`src/hdl/rzs_pkg.sv`:
```
package rzs_pkg;

    // block sizing
    localparam int C_WINDOW    = 8;
    localparam int C_FRAC      = 16;
    localparam int C_PRICE_W   = 32;
    localparam int C_CFG_W     = 24;
    localparam int C_CFG_IDX_W = 8;
    localparam int C_CODE_W    = 3;
    localparam int C_Z_W       = 24;

    // derived widths
    localparam int C_PTR_W  = (C_WINDOW > 1) ? $clog2(C_WINDOW) : 1;
    localparam int C_FILL_W = $clog2(C_WINDOW + 1);
    localparam int C_X_W    = C_PRICE_W + 1;
    localparam int C_MAG_W  = C_X_W;
    localparam int C_MUL_W  = C_MAG_W;
    localparam int C_PROD_W = 2 * C_MUL_W;
    localparam int C_S_W    = C_X_W + C_PTR_W;
    localparam int C_HALF_W = (C_S_W + 1) / 2;
    localparam int C_Q_W    = C_PROD_W + C_PTR_W;
    localparam int C_D_W    = 2 * C_S_W;
    localparam int C_ROOT_W = C_D_W / 2;
    localparam int C_REM_W  = C_ROOT_W + 2;
    localparam int C_NUM_W  = C_S_W + 1;
    localparam int C_DVD_W  = C_NUM_W + C_FRAC + 1;
    localparam int C_CNT_W  = $clog2(C_DVD_W);

    // thresholds after reset: 1.0 and 0.8
    localparam int C_ENTER_RST = 1 << C_FRAC;
    localparam int C_EXIT_RST  = ((8 << C_FRAC) + 5) / 10;

    localparam int C_Z_POS_MAX = (1 << (C_Z_W - 1)) - 1;
    localparam int C_Z_NEG_MAX = 1 << (C_Z_W - 1);

    // register indexes
    localparam logic [C_CFG_IDX_W-1:0] C_REG_ENTER = C_CFG_IDX_W'(0);
    localparam logic [C_CFG_IDX_W-1:0] C_REG_EXIT  = C_CFG_IDX_W'(1);

    // partial products of the squared window sum
    localparam logic [1:0] C_PART_LL = 2'd0;
    localparam logic [1:0] C_PART_HL = 2'd1;
    localparam logic [1:0] C_PART_HH = 2'd2;

    typedef enum logic [C_CODE_W-1:0] {
        SIG_WARM  = 3'd0,
        SIG_ABOVE = 3'd1,
        SIG_BELOW = 3'd2,
        SIG_CLOSE = 3'd3,
        SIG_HOLD  = 3'd4,
        SIG_FLAT  = 3'd5
    } t_sig;

    typedef struct packed {
        logic               capture;
        logic               ring_we;
        logic               rd_en;
        logic [C_PTR_W-1:0] ring_addr;
        logic               acc_clr;
        logic               sq_step;
        logic               acc_step;
        logic               sqr_mul;
        logic               sqr_acc;
        logic [1:0]         part;
        logic               diff;
        logic               root_step;
        logic               div_init;
        logic               div_step;
        logic               out_load;
        logic               warm;
    } t_cmd;

    typedef struct packed {
        logic flat;
    } t_sts;

endpackage

```
`src/hdl/rzs_ram.sv`:
```
module rzs_ram #(
    parameter int WIDTH = 8,
    parameter int DEPTH = 8
) (
    input  logic                     i_clk,
    input  logic                     i_we,
    input  logic [$clog2(DEPTH)-1:0] i_waddr,
    input  logic [WIDTH-1:0]         i_wdata,
    input  logic                     i_re,
    input  logic [$clog2(DEPTH)-1:0] i_raddr,
    output logic [WIDTH-1:0]         o_rdata
);

    logic [WIDTH-1:0] r_mem [DEPTH];
    logic [WIDTH-1:0] r_rdata;

    always_ff @(posedge i_clk) begin
        if (i_we) begin
            r_mem[i_waddr] <= i_wdata;
        end
        if (i_re) begin
            r_rdata <= r_mem[i_raddr];
        end
    end

    assign o_rdata = r_rdata;

endmodule

```
`src/hdl/rzs_dp.sv`:
```
module rzs_dp (
    input  logic                                 i_clk,
    input  logic                                 i_rst_n,
    input  rzs_pkg::t_cmd                        i_cmd,
    output rzs_pkg::t_sts                        o_sts,
    input  logic [rzs_pkg::C_PRICE_W-1:0]        i_price_a,
    input  logic [rzs_pkg::C_PRICE_W-1:0]        i_price_b,
    input  logic                                 i_cfg_write,
    input  logic [rzs_pkg::C_CFG_IDX_W-1:0]      i_cfg_index,
    input  logic [rzs_pkg::C_CFG_W-1:0]          i_cfg_data,
    output logic [rzs_pkg::C_CODE_W-1:0]         o_signal_code,
    output logic signed [rzs_pkg::C_Z_W-1:0]     o_z_value,
    output logic                                 o_z_saturated
);
    import rzs_pkg::*;

    logic [C_CFG_W-1:0]  r_enter, r_exit;
    logic [C_X_W-1:0]    r_x;
    logic [C_S_W-1:0]    r_s;
    logic [C_Q_W-1:0]    r_q;
    logic [C_PROD_W-1:0] r_prod;
    logic [C_D_W-1:0]    r_s2, r_d;
    logic                r_neg, r_flat;
    logic [C_NUM_W-1:0]  r_nmag;
    logic [C_ROOT_W-1:0] r_root, r_dr;
    logic [C_REM_W-1:0]  r_rem;
    logic [C_DVD_W-1:0]  r_dvd;
    logic [C_CODE_W-1:0] r_code;
    logic [C_Z_W-1:0]    r_z;
    logic                r_zsat;

    logic [C_X_W-1:0]    w_rd;
    logic [C_MAG_W-1:0]  w_rd_mag;
    logic [C_S_W-1:0]    w_smag;
    logic [C_HALF_W-1:0] w_lo, w_hi;
    logic [C_MUL_W-1:0]  w_mul_a, w_mul_b;
    logic [C_PROD_W-1:0] w_prod;
    logic [C_D_W-1:0]    w_part, w_nq, w_d;
    logic [C_NUM_W-1:0]  w_xe, w_se, w_num;
    logic [C_REM_W+1:0]  w_rsh, w_trial, w_rdiff;
    logic                w_rge;
    logic [C_ROOT_W:0]   w_dsh, w_ddiff;
    logic                w_dge;
    logic                w_gt_enter, w_lt_exit, w_pos_sat, w_neg_sat;
    logic [C_CODE_W-1:0] w_code;
    logic [C_Z_W-1:0]    w_z, w_zneg;
    logic                w_zsat;

    rzs_ram #(
        .WIDTH(C_X_W),
        .DEPTH(C_WINDOW)
    ) u_ring (
        .i_clk  (i_clk),
        .i_we   (i_cmd.ring_we),
        .i_waddr(i_cmd.ring_addr),
        .i_wdata(r_x),
        .i_re   (i_cmd.rd_en),
        .i_raddr(i_cmd.ring_addr),
        .o_rdata(w_rd)
    );

    // shared multiplier: entry squares, then the pieces of the sum squared
    assign w_rd_mag = w_rd[C_X_W-1] ? C_MAG_W'(-w_rd) : w_rd;
    assign w_smag   = r_s[C_S_W-1] ? -r_s : r_s;
    assign w_lo     = w_smag[C_HALF_W-1:0];
    assign w_hi     = C_HALF_W'(w_smag >> C_HALF_W);

    always_comb begin
        if (i_cmd.sqr_mul) begin
            w_mul_a = (i_cmd.part == C_PART_LL) ? C_MUL_W'(w_lo) : C_MUL_W'(w_hi);
            w_mul_b = (i_cmd.part == C_PART_HH) ? C_MUL_W'(w_hi) : C_MUL_W'(w_lo);
        end else begin
            w_mul_a = w_rd_mag;
            w_mul_b = w_rd_mag;
        end
    end

    assign w_prod = w_mul_a * w_mul_b;

    always_comb begin
        case (i_cmd.part)
            C_PART_LL: w_part = C_D_W'(r_prod);
            C_PART_HL: w_part = C_D_W'(r_prod) << (C_HALF_W + 1);
            C_PART_HH: w_part = C_D_W'(r_prod) << (2 * C_HALF_W);
            default:   w_part = '0;
        endcase
    end

    // variance numerator and z numerator
    assign w_nq  = C_D_W'(r_q) * C_D_W'(C_WINDOW);
    assign w_d   = w_nq - r_s2;
    assign w_xe  = {{(C_NUM_W - C_X_W){r_x[C_X_W-1]}}, r_x};
    assign w_se  = {{(C_NUM_W - C_S_W){r_s[C_S_W-1]}}, r_s};
    assign w_num = w_xe * C_NUM_W'(C_WINDOW) - w_se;

    // one root bit per step
    assign w_rsh   = {r_rem, r_d[C_D_W-1 -: 2]};
    assign w_trial = {2'b00, r_root, 2'b01};
    assign w_rdiff = w_rsh - w_trial;
    assign w_rge   = (w_rsh >= w_trial);

    // one quotient bit per step
    assign w_dsh   = {r_dr, r_dvd[C_DVD_W-1]};
    assign w_ddiff = w_dsh - {1'b0, r_root};
    assign w_dge   = (w_dsh >= {1'b0, r_root});

    // classification
    assign w_gt_enter = (r_dvd > C_DVD_W'(r_enter));
    assign w_lt_exit  = (r_dvd < C_DVD_W'(r_exit));
    assign w_pos_sat  = (r_dvd > C_DVD_W'(C_Z_POS_MAX));
    assign w_neg_sat  = (r_dvd > C_DVD_W'(C_Z_NEG_MAX));
    assign w_zneg     = w_neg_sat ? C_Z_W'(C_Z_NEG_MAX) : r_dvd[C_Z_W-1:0];

    always_comb begin
        if (i_cmd.warm) begin
            w_code = SIG_WARM;
            w_z    = '0;
            w_zsat = 1'b0;
        end else if (r_flat) begin
            w_code = SIG_FLAT;
            w_z    = '0;
            w_zsat = 1'b0;
        end else begin
            if (w_gt_enter) begin
                w_code = r_neg ? SIG_BELOW : SIG_ABOVE;
            end else if (w_lt_exit) begin
                w_code = SIG_CLOSE;
            end else begin
                w_code = SIG_HOLD;
            end
            if (r_neg) begin
                w_z    = -w_zneg;
                w_zsat = w_neg_sat;
            end else begin
                w_z    = w_pos_sat ? C_Z_W'(C_Z_POS_MAX) : r_dvd[C_Z_W-1:0];
                w_zsat = w_pos_sat;
            end
        end
    end

    always_ff @(posedge i_clk) begin
        if (!i_rst_n) begin
            r_enter <= C_CFG_W'(C_ENTER_RST);
            r_exit  <= C_CFG_W'(C_EXIT_RST);
        end else if (i_cfg_write) begin
            if (i_cfg_index == C_REG_ENTER) begin
                r_enter <= i_cfg_data;
            end
            if (i_cfg_index == C_REG_EXIT) begin
                r_exit <= i_cfg_data;
            end
        end
    end

    always_ff @(posedge i_clk) begin
        if (i_cmd.capture) begin
            r_x <= {1'b0, i_price_a} - {1'b0, i_price_b};
        end
        if (i_cmd.acc_clr) begin
            r_s  <= '0;
            r_q  <= '0;
            r_s2 <= '0;
        end
        if (i_cmd.sq_step) begin
            r_s <= r_s + {{(C_S_W - C_X_W){w_rd[C_X_W-1]}}, w_rd};
        end
        if (i_cmd.sq_step || i_cmd.sqr_mul) begin
            r_prod <= w_prod;
        end
        if (i_cmd.acc_step) begin
            r_q <= r_q + C_Q_W'(r_prod);
        end
        if (i_cmd.sqr_acc) begin
            r_s2 <= r_s2 + w_part;
        end
        if (i_cmd.diff) begin
            r_d    <= w_d;
            r_flat <= (w_d == '0);
            r_neg  <= w_num[C_NUM_W-1];
            r_nmag <= w_num[C_NUM_W-1] ? -w_num : w_num;
            r_root <= '0;
            r_rem  <= '0;
        end
        if (i_cmd.root_step) begin
            r_d    <= r_d << 2;
            r_rem  <= w_rge ? C_REM_W'(w_rdiff) : C_REM_W'(w_rsh);
            r_root <= {r_root[C_ROOT_W-2:0], w_rge};
        end
        if (i_cmd.div_init) begin
            r_dvd <= (C_DVD_W'(r_nmag) << C_FRAC) + C_DVD_W'(r_root >> 1);
            r_dr  <= '0;
        end
        if (i_cmd.div_step) begin
            r_dr  <= w_dge ? C_ROOT_W'(w_ddiff) : C_ROOT_W'(w_dsh);
            r_dvd <= {r_dvd[C_DVD_W-2:0], w_dge};
        end
        if (i_cmd.out_load) begin
            r_code <= w_code;
            r_z    <= w_z;
            r_zsat <= w_zsat;
        end
    end

    assign o_sts.flat    = r_flat;
    assign o_signal_code = r_code;
    assign o_z_value     = r_z;
    assign o_z_saturated = r_zsat;

endmodule

```
`src/hdl/rzs_ctrl.sv`:
```
module rzs_ctrl (
    input  logic          i_clk,
    input  logic          i_rst_n,
    input  logic          i_in_valid,
    output logic          o_in_ready,
    output logic          o_out_valid,
    input  logic          i_out_ready,
    input  rzs_pkg::t_sts i_sts,
    output rzs_pkg::t_cmd o_cmd
);
    import rzs_pkg::*;

    typedef enum logic [11:0] {
        ST_IDLE  = 12'b0000_0000_0001,
        ST_RD    = 12'b0000_0000_0010,
        ST_SQ    = 12'b0000_0000_0100,
        ST_ACC   = 12'b0000_0000_1000,
        ST_SQR   = 12'b0000_0001_0000,
        ST_SQA   = 12'b0000_0010_0000,
        ST_DIFF  = 12'b0000_0100_0000,
        ST_CHK   = 12'b0000_1000_0000,
        ST_ROOT  = 12'b0001_0000_0000,
        ST_DINIT = 12'b0010_0000_0000,
        ST_DIV   = 12'b0100_0000_0000,
        ST_DONE  = 12'b1000_0000_0000
    } t_state;

    t_state              r_state, n_state;
    logic [C_CNT_W-1:0]  r_cnt, n_cnt;
    logic [C_PTR_W-1:0]  r_slot, n_slot;
    logic [C_FILL_W-1:0] r_fill, n_fill;
    logic                r_warm, n_warm;
    logic                r_out_valid, n_out_valid;

    always_comb begin
        n_state     = r_state;
        n_cnt       = r_cnt;
        n_slot      = r_slot;
        n_fill      = r_fill;
        n_warm      = r_warm;
        n_out_valid = r_out_valid && !i_out_ready;
        o_cmd       = '0;
        case (r_state)
            ST_IDLE: begin
                if (i_in_valid) begin
                    o_cmd.capture = 1'b1;
                    n_warm        = (r_fill < C_FILL_W'(C_WINDOW));
                    if (r_fill < C_FILL_W'(C_WINDOW)) begin
                        n_state = ST_DONE;
                    end else begin
                        o_cmd.acc_clr = 1'b1;
                        n_cnt         = '0;
                        n_state       = ST_RD;
                    end
                end
            end
            ST_RD: begin
                o_cmd.rd_en     = 1'b1;
                o_cmd.ring_addr = r_cnt[C_PTR_W-1:0];
                n_state         = ST_SQ;
            end
            ST_SQ: begin
                o_cmd.sq_step = 1'b1;
                n_state       = ST_ACC;
            end
            ST_ACC: begin
                o_cmd.acc_step = 1'b1;
                if (r_cnt == C_CNT_W'(C_WINDOW - 1)) begin
                    n_cnt   = '0;
                    n_state = ST_SQR;
                end else begin
                    n_cnt   = r_cnt + 1'b1;
                    n_state = ST_RD;
                end
            end
            ST_SQR: begin
                o_cmd.sqr_mul = 1'b1;
                o_cmd.part    = r_cnt[1:0];
                n_state       = ST_SQA;
            end
            ST_SQA: begin
                o_cmd.sqr_acc = 1'b1;
                o_cmd.part    = r_cnt[1:0];
                if (r_cnt[1:0] == C_PART_HH) begin
                    n_state = ST_DIFF;
                end else begin
                    n_cnt   = r_cnt + 1'b1;
                    n_state = ST_SQR;
                end
            end
            ST_DIFF: begin
                o_cmd.diff = 1'b1;
                n_state    = ST_CHK;
            end
            ST_CHK: begin
                n_cnt   = '0;
                n_state = i_sts.flat ? ST_DONE : ST_ROOT;
            end
            ST_ROOT: begin
                o_cmd.root_step = 1'b1;
                if (r_cnt == C_CNT_W'(C_ROOT_W - 1)) begin
                    n_state = ST_DINIT;
                end else begin
                    n_cnt = r_cnt + 1'b1;
                end
            end
            ST_DINIT: begin
                o_cmd.div_init = 1'b1;
                n_cnt          = '0;
                n_state        = ST_DIV;
            end
            ST_DIV: begin
                o_cmd.div_step = 1'b1;
                if (r_cnt == C_CNT_W'(C_DVD_W - 1)) begin
                    n_state = ST_DONE;
                end else begin
                    n_cnt = r_cnt + 1'b1;
                end
            end
            ST_DONE: begin
                if (!r_out_valid || i_out_ready) begin
                    o_cmd.ring_we   = 1'b1;
                    o_cmd.ring_addr = r_slot;
                    o_cmd.out_load  = 1'b1;
                    o_cmd.warm      = r_warm;
                    n_out_valid     = 1'b1;
                    n_slot          = (r_slot == C_PTR_W'(C_WINDOW - 1)) ? '0
                                                                         : r_slot + 1'b1;
                    if (r_warm) begin
                        n_fill = r_fill + 1'b1;
                    end
                    n_state = ST_IDLE;
                end
            end
            default: begin
                n_state = ST_IDLE;
            end
        endcase
    end

    always_ff @(posedge i_clk) begin
        if (!i_rst_n) begin
            r_state     <= ST_IDLE;
            r_cnt       <= '0;
            r_slot      <= '0;
            r_fill      <= '0;
            r_warm      <= 1'b0;
            r_out_valid <= 1'b0;
        end else begin
            r_state     <= n_state;
            r_cnt       <= n_cnt;
            r_slot      <= n_slot;
            r_fill      <= n_fill;
            r_warm      <= n_warm;
            r_out_valid <= n_out_valid;
        end
    end

    assign o_in_ready  = (r_state == ST_IDLE);
    assign o_out_valid = r_out_valid;

endmodule

```
`src/hdl/rolling_zscore_threshold_signal.sv`:
```
// rolling z-score signal on the spread of two unsigned Q16.16 prices. each request
// gives exactly one result. the first 8 requests only fill the spread ring and return
// code 0 (warming). afterwards a request walks the ring one entry at a time
// through the single-port read and the shared 33x33 multiplier (read, square,
// accumulate), squares the window sum in three pieces, then a 36-step square
// root and a 54-step restoring divider each produce one bit per cycle. a flat
// window (zero variance) skips root and divider and returns code 5. one request
// is worked on at a time; the result sits in an output register, so the next
// request is taken as soon as the previous result has been loaded there. the user
// must write thresholds through the config port (index 0 entry, index 1 exit, both
// unsigned Q8.16) only while the block is idle; the block itself does not enforce it.
module rolling_zscore_threshold_signal (
    input  logic                                 i_clk,
    input  logic                                 i_rst_n,
    // input request channel
    input  logic                                 i_in_valid,
    output logic                                 o_in_ready,
    input  logic [rzs_pkg::C_PRICE_W-1:0]        i_price_a,
    input  logic [rzs_pkg::C_PRICE_W-1:0]        i_price_b,
    // result channel
    output logic                                 o_out_valid,
    input  logic                                 i_out_ready,
    output logic [rzs_pkg::C_CODE_W-1:0]         o_signal_code,
    output logic signed [rzs_pkg::C_Z_W-1:0]     o_z_value,
    output logic                                 o_z_saturated,
    // config write channel
    input  logic                                 i_cfg_valid,
    output logic                                 o_cfg_ready,
    input  logic [rzs_pkg::C_CFG_IDX_W-1:0]      i_cfg_index,
    input  logic [rzs_pkg::C_CFG_W-1:0]          i_cfg_data
);
    import rzs_pkg::*;

    t_cmd w_cmd;
    t_sts w_sts;

    // config writes are always taken
    assign o_cfg_ready = 1'b1;

    // sequencer: ring walk, sum squaring, root and divide loops
    rzs_ctrl u_ctrl (
        .i_clk      (i_clk),
        .i_rst_n    (i_rst_n),
        .i_in_valid (i_in_valid),
        .o_in_ready (o_in_ready),
        .o_out_valid(o_out_valid),
        .i_out_ready(i_out_ready),
        .i_sts      (w_sts),
        .o_cmd      (w_cmd)
    );

    // arithmetic, ring memory, thresholds and result register
    rzs_dp u_dp (
        .i_clk        (i_clk),
        .i_rst_n      (i_rst_n),
        .i_cmd        (w_cmd),
        .o_sts        (w_sts),
        .i_price_a    (i_price_a),
        .i_price_b    (i_price_b),
        .i_cfg_write  (i_cfg_valid),
        .i_cfg_index  (i_cfg_index),
        .i_cfg_data   (i_cfg_data),
        .o_signal_code(o_signal_code),
        .o_z_value    (o_z_value),
        .o_z_saturated(o_z_saturated)
    );

`ifndef SYNTH
    // warming and flat results carry no z-score
    a_quiet_codes: assert property (@(posedge i_clk) disable iff (!i_rst_n)
        o_out_valid && (o_signal_code == SIG_WARM || o_signal_code == SIG_FLAT)
        |-> (o_z_value == '0) && !o_z_saturated)
        else $error("warming or flat result with nonzero z");

    // a clipped z-score sits at one of the range ends
    a_sat_ends: assert property (@(posedge i_clk) disable iff (!i_rst_n)
        o_out_valid && o_z_saturated
        |-> (o_z_value == C_Z_W'(C_Z_POS_MAX)) || (o_z_value == C_Z_W'(C_Z_NEG_MAX)))
        else $error("saturated z not at range end");

    // one request in flight: an accepted request closes the input
    a_one_in_flight: assert property (@(posedge i_clk) disable iff (!i_rst_n)
        i_in_valid && o_in_ready |=> !o_in_ready)
        else $error("input reopened right after accept");
`endif

endmodule
```
`config.mk`:
```
export PLATFORM = sky130hd
export DESIGN_NAME = rolling_zscore_threshold_signal
export DESIGN_NICKNAME = d
export VERILOG_FILES = /design/src/hdl/rzs_pkg.sv /design/src/hdl/rzs_ram.sv /design/src/hdl/rzs_dp.sv /design/src/hdl/rzs_ctrl.sv /design/src/hdl/rolling_zscore_threshold_signal.sv
export SDC_FILE = /design/constraint.sdc
export NUM_CORES = 2
export LEC_CHECK = 0
export BUFFER_PORTS_ARGS = -buffer_cell sky130_fd_sc_hd__buf_2
export CAP_MARGIN = 20
export CELL_PAD_IN_SITES_DETAIL_PLACEMENT = 0
export CELL_PAD_IN_SITES_GLOBAL_PLACEMENT = 1
export CORE_UTILIZATION = 56
export DETAILED_ROUTE_END_ITERATION = 8
export PLACE_DENSITY_LB_ADDON = 0.1
export SLEW_MARGIN = 10
export SYNTH_ARGS = -nofsm -noshare
export SYNTH_HDL_FRONTEND = slang
export SYNTH_SLANG_ARGS = --single-unit
```
`constraint.sdc`:
```
create_clock -name i_clk -period 21.1 [get_ports i_clk]
set_input_delay 1.055 -clock i_clk [delete_from_list [all_inputs] [get_ports i_clk]]
set_output_delay 1.055 -clock i_clk [all_outputs]
set_load 0.02 [all_outputs]
```
==> metrics.txt <==
# TYPE chip_impl_metric gauge
chip_impl_metric{name="initial_core_util",unit="%"} 56.3
chip_impl_metric{name="yosysUniqueCellTypes",unit=""} 95
chip_impl_metric{name="drt_first_pass_iters",unit=""} 6
chip_impl_metric{name="fp.dieArea",unit="sq um"} 172000
chip_impl_metric{name="switching_share",unit="%"} 27.4
chip_impl_metric{name="final_number_of_setup_violating_endpoints",unit=""} 0
chip_impl_metric{name="min_period",unit="ns"} 12.49
chip_impl_info{name="cp_top_family",value="adder cells"} 1
chip_impl_metric{name="power_report.internal_total",unit="mW"} 3.56
chip_impl_metric{name="power",unit="mW"} 4.91
chip_impl_metric{name="die_outline_height",unit="um"} 415
chip_impl_info{name="tritoncts",value="yes"} 1
chip_impl_info{name="startpoint_of_the_lowest_slack_hold_path",value="u_dp.r_d[1]$_SDFFE_PP0P_"} 1
chip_impl_metric{name="design.core.area",unit="sq um"} 169000
chip_impl_metric{name="critical_path_peak_fanout",unit=""} 22
chip_impl_metric{name="fin_setup_tns",unit="ns"} 0
chip_impl_metric{name="cts-root-to-sink-buffers",unit=""} 3
chip_impl_metric{name="regArea",unit="sq um"} 27800
chip_impl_info{name="critical_path.startpoint",value="u_dp.u_ring.o_rdata[1]$_DFFE_PN_"} 1
chip_impl_metric{name="final_net_count",unit=""} 11900
chip_impl_info{name="synth-main-ff-cell",value="edfxtp_1"} 1
chip_impl_info{name="worst-setup-path-type",value="flop to flop"} 1
chip_impl_info{name="worst_hold_path_type",value="flop to flop"} 1
chip_impl_metric{name="tightest_slew",unit="ns"} 1.20
chip_impl_metric{name="drt-total-wl",unit="um"} 278000
chip_impl_metric{name="net-switching-power",unit="mW"} 1.35
chip_impl_metric{name="power_dens_cells",unit="nW/um^2"} 48.0
chip_impl_metric{name="place.gp.congestion",unit=""} 0.945
chip_impl_metric{name="leakage",unit="nW"} 47.7
chip_impl_metric{name="floorplan.die.width",unit="um"} 415
chip_impl_metric{name="initial_antenna_violation_count",unit=""} 4
chip_impl_metric{name="ioPinCount",unit=""} 132
chip_impl_metric{name="drc",unit=""} 0
chip_impl_metric{name="max-vdd-ir-drop",unit="mV"} 0.0766
chip_impl_metric{name="grt_pass1_vias",unit=""} 73300
chip_impl_info{name="synth_area_leader_cell",value="edfxtp_1"} 1
chip_impl_info{name="critical-path-top-cell-by-count",value="fa_1"} 1
chip_impl_metric{name="drive_above_1_share",unit="%"} 5.66
chip_impl_metric{name="sequential_share_of_the_synthesized_area",unit="%"} 29.1
chip_impl_metric{name="final_hold_vios",unit=""} 0
chip_impl_metric{name="finalCritPeriodShare",unit="%"} 59.2
chip_impl_metric{name="drv.max_cap_violation_count",unit=""} 0
chip_impl_metric{name="route.detailed.vias_per_inst",unit=""} 5.94
chip_impl_metric{name="layout.cells.non_filler",unit=""} 12400
chip_impl_metric{name="worstPathArrival",unit="ns"} 12.99
chip_impl_metric{name="required",unit="ns"} 21.60
chip_impl_metric{name="grt_first_pass_wirelength",unit="um"} 431000
chip_impl_metric{name="largest_net_degree_at_the_start_of_global_routing",unit=""} 80
chip_impl_info{name="crit_path_start_kind",value="flop"} 1
chip_impl_info{name="run_status",value="complete, no violations"} 1
chip_impl_metric{name="syn_inst",unit=""} 10100
chip_impl_metric{name="syn_area_per_cell",unit="sq um"} 9.41
chip_impl_metric{name="track_usage",unit="%"} 32.4
chip_impl_metric{name="routed_wire_length_per_instance",unit="um"} 22.4
chip_impl_metric{name="power.share.combinational",unit="%"} 15.1
chip_impl_metric{name="synth-edff-count",unit=""} 874
chip_impl_metric{name="yosysTopAreaCellShare",unit="%"} 27.5
chip_impl_metric{name="cts_htree_levels",unit=""} 3
chip_impl_metric{name="place.port_buffers",unit=""} 130
chip_impl_metric{name="dr_total_vias",unit=""} 73800
chip_impl_metric{name="cts_setup_buffers",unit=""} 0
chip_impl_metric{name="cp_slowest_stage_delay",unit="ns"} 0.66
chip_impl_metric{name="path_buf_inv",unit=""} 6
chip_impl_metric{name="drtIter0Drc",unit=""} 6571
chip_impl_metric{name="filler_cell_count",unit=""} 14600
chip_impl_metric{name="cts-buffers-inserted",unit=""} 109
chip_impl_info{name="critical-path-slowest-cell",value="clkinv_1"} 1
chip_impl_metric{name="postCtsResizedCells",unit=""} 0
chip_impl_metric{name="slew_headroom",unit="%"} 19.6
chip_impl_metric{name="synth_area",unit="sq um"} 95400
chip_impl_metric{name="seq_power_share",unit="%"} 43.8
chip_impl_info{name="rsz_0062_raised_after_global_routing",value="no"} 1
chip_impl_metric{name="place_hpwl",unit="um"} 215000
chip_impl_metric{name="cts_hold_repair.buffers",unit=""} 0
chip_impl_metric{name="fraction_of_synthesis_flops_using_an_asynchronous_set_or_reset_pin",unit="%"} 0
chip_impl_info{name="worst_r2r_startpoint",value="u_dp.u_ring.o_rdata[1]$_DFFE_PN_"} 1
chip_impl_metric{name="final_design_area_no_fill",unit="sq um"} 102000
chip_impl_metric{name="cts.sink_count",unit=""} 951
chip_impl_metric{name="synth_seq_cells",unit=""} 951
chip_impl_metric{name="antenna_violating_nets_post_route",unit=""} 0
chip_impl_metric{name="ys.warnings.count",unit=""} 0
chip_impl_metric{name="total_area_of_multi_input_combinational_cells",unit="sq um"} 60700
chip_impl_metric{name="num_rows",unit=""} 151
chip_impl_info{name="cts.root.buffer_cell",value="clkbuf_16"} 1
chip_impl_metric{name="timing.hold.ws",unit="ns"} 0.460
chip_impl_metric{name="achievable_frequency",unit="MHz"} 80.0
chip_impl_metric{name="worst_clock_skew",unit="ns"} 0.0388
chip_impl_metric{name="cts.clk_slew.worst_paths",unit="ns"} 0.07
chip_impl_metric{name="globalRouteOverflowTotal",unit=""} 0
chip_impl_metric{name="share_clk_of_total_power",unit="%"} 41.1
chip_impl_info{name="end_kind",value="flop"} 1
chip_impl_metric{name="clock_latency",unit="ns"} 0.80
chip_impl_metric{name="placed_area",unit="sq um"} 98500
chip_impl_metric{name="syn_to_final_growth",unit="%"} 7.28
chip_impl_metric{name="drv_slew",unit=""} 0
chip_impl_info{name="synth.top_cells.by_area",value="edfxtp_1 28%, fa_1 20%, ha_1 9.5%, inv_1 6.0%, nor2_1 4.2%"} 1
chip_impl_metric{name="dpl.cell_count",unit=""} 12200
-- stage by stage --
step	setup slack [ns]	util [%]
finish	8.61	60.4
global route	8.05	60.4
CTS	8.69	60.4
detailed placement	8.77	58.2
global placement	8.99	58.2
floorplan	10.52	-
-- cells in the final DEF (no fill, tap or decap), types with 69 or more instances in the layout --
master	n
edfxtp_1	874
xor2_1	206
ha_1	721
dfxtp_1	76
mux2i_1	195
buf_2	130
nand4_1	93
a21o_1	278
and3_1	82
nor3_1	124
o21a_1	69
nand2b_1	99
nand2_1	821
fa_1	933
nand3_1	141
a21oi_1	556
nor2_1	1052
inv_1	1510
xnor2_1	312
buf_4	115
clkbuf_16	111
o21ai_0	430
nor2b_1	117
-- worst paths after layout --
kind / slack (ns) / cells after the start / end
hold / removal: 0.46 / 2 / u_dp.r_d[1]$_SDFFE_PP0P_
setup reg to reg: 8.61 / 36 / u_dp.r_prod[65]$_DFFE_PP_
hold reg to reg: 0.46 / 2 / u_dp.r_d[1]$_SDFFE_PP0P_
setup / recovery: 8.61 / 36 / u_dp.r_prod[65]$_DFFE_PP_
-- Yosys cell counts (all sizes together), types with 93 or more instances --
library cell,n
inv,1515
nor2,1062
fa,933
edfxtp,874
nand2,827
ha,721
a21oi,566
o21ai,451
clkbuf,370
xnor2,312
a21o,278
xor2,206
mux2i,195
nand3,141
nor3,126
nor2b,120
nand2b,99
nand4,93
-- cells by family (layout without fill, tap and decap cells) --
family          count (synthesis)  after routing  share of synthesized area, %
mux                           229            229                          2.45
flops                         951            951                          29.1
other cells                     2             34                       0.00787
buf+inv                      1925           1969                          7.59
compound gates               2001           2001                          13.3
xor+xnor                      518            518                          4.76
fa+ha+maj                    1654           1654                          29.0
simple gates                 2857           2857                          13.7
-- final cells by class --
type / instances / share of cell area [%]
Antenna cell: 6 / 0.0147
Clock buffer: 130 / 2.82
Clock inverter: 75 / 0.873
Inverter: 1519 / 5.57
Multi-Input combinational cell: 7287 / 59.4
Sequential cell: 951 / 27.2
Tap cell: 2218 / 2.71
Timing Repair Buffer: 245 / 1.48
-- tightest hold or removal path, delay by kind of cell, from the launching register on --
| family | cells | cell delay, ns |
|---|---|---|
| DFF | 1 | 0.31 |
| and+or+nand+nor | 2 | 0.10 |
-- power by group through the flow --
stage	clock (mW)	combinational (mW)	sequential [mW]
after floorplan	0	0.502	2.17
after global placement	0	0.715	2.19
after detailed placement	0	0.721	2.19
after CTS	2.05	0.728	2.15
after global routing	2.11	0.811	2.15
final	2.02	0.739	2.15
-- state kept, by name (all words and copies together) (netlist names), 3 cells and up --
signal,flops
u_dp.r_x,33
u_dp.o_z_value,24
u_dp.r_rem,38
u_ctrl.r_slot,3
u_dp.o_signal_code,3
u_dp.u_ring.o_rdata,33
u_dp.r_enter,24
u_dp.r_q,69
u_dp.r_d,72
u_ctrl.r_cnt,6
u_dp.r_prod,66
u_dp.u_ring.r_mem,264
u_ctrl.r_state,12
u_dp.r_exit,24
u_dp.r_nmag,37
u_dp.r_root,36
u_ctrl.r_fill,4
u_dp.r_dr,36
u_dp.r_dvd,54
u_dp.r_s,36
u_dp.r_s2,72
-- metal layers --
metal | GRT usage (%) | part of all wire [%]
met5 | 0 | 0
met3 | 4.58 | 7.3
met2 | 50.6 | 44
met4 | 11.3 | 3.8
met1 | 46.5 | 44
Power figures use the tool's default switching activity.
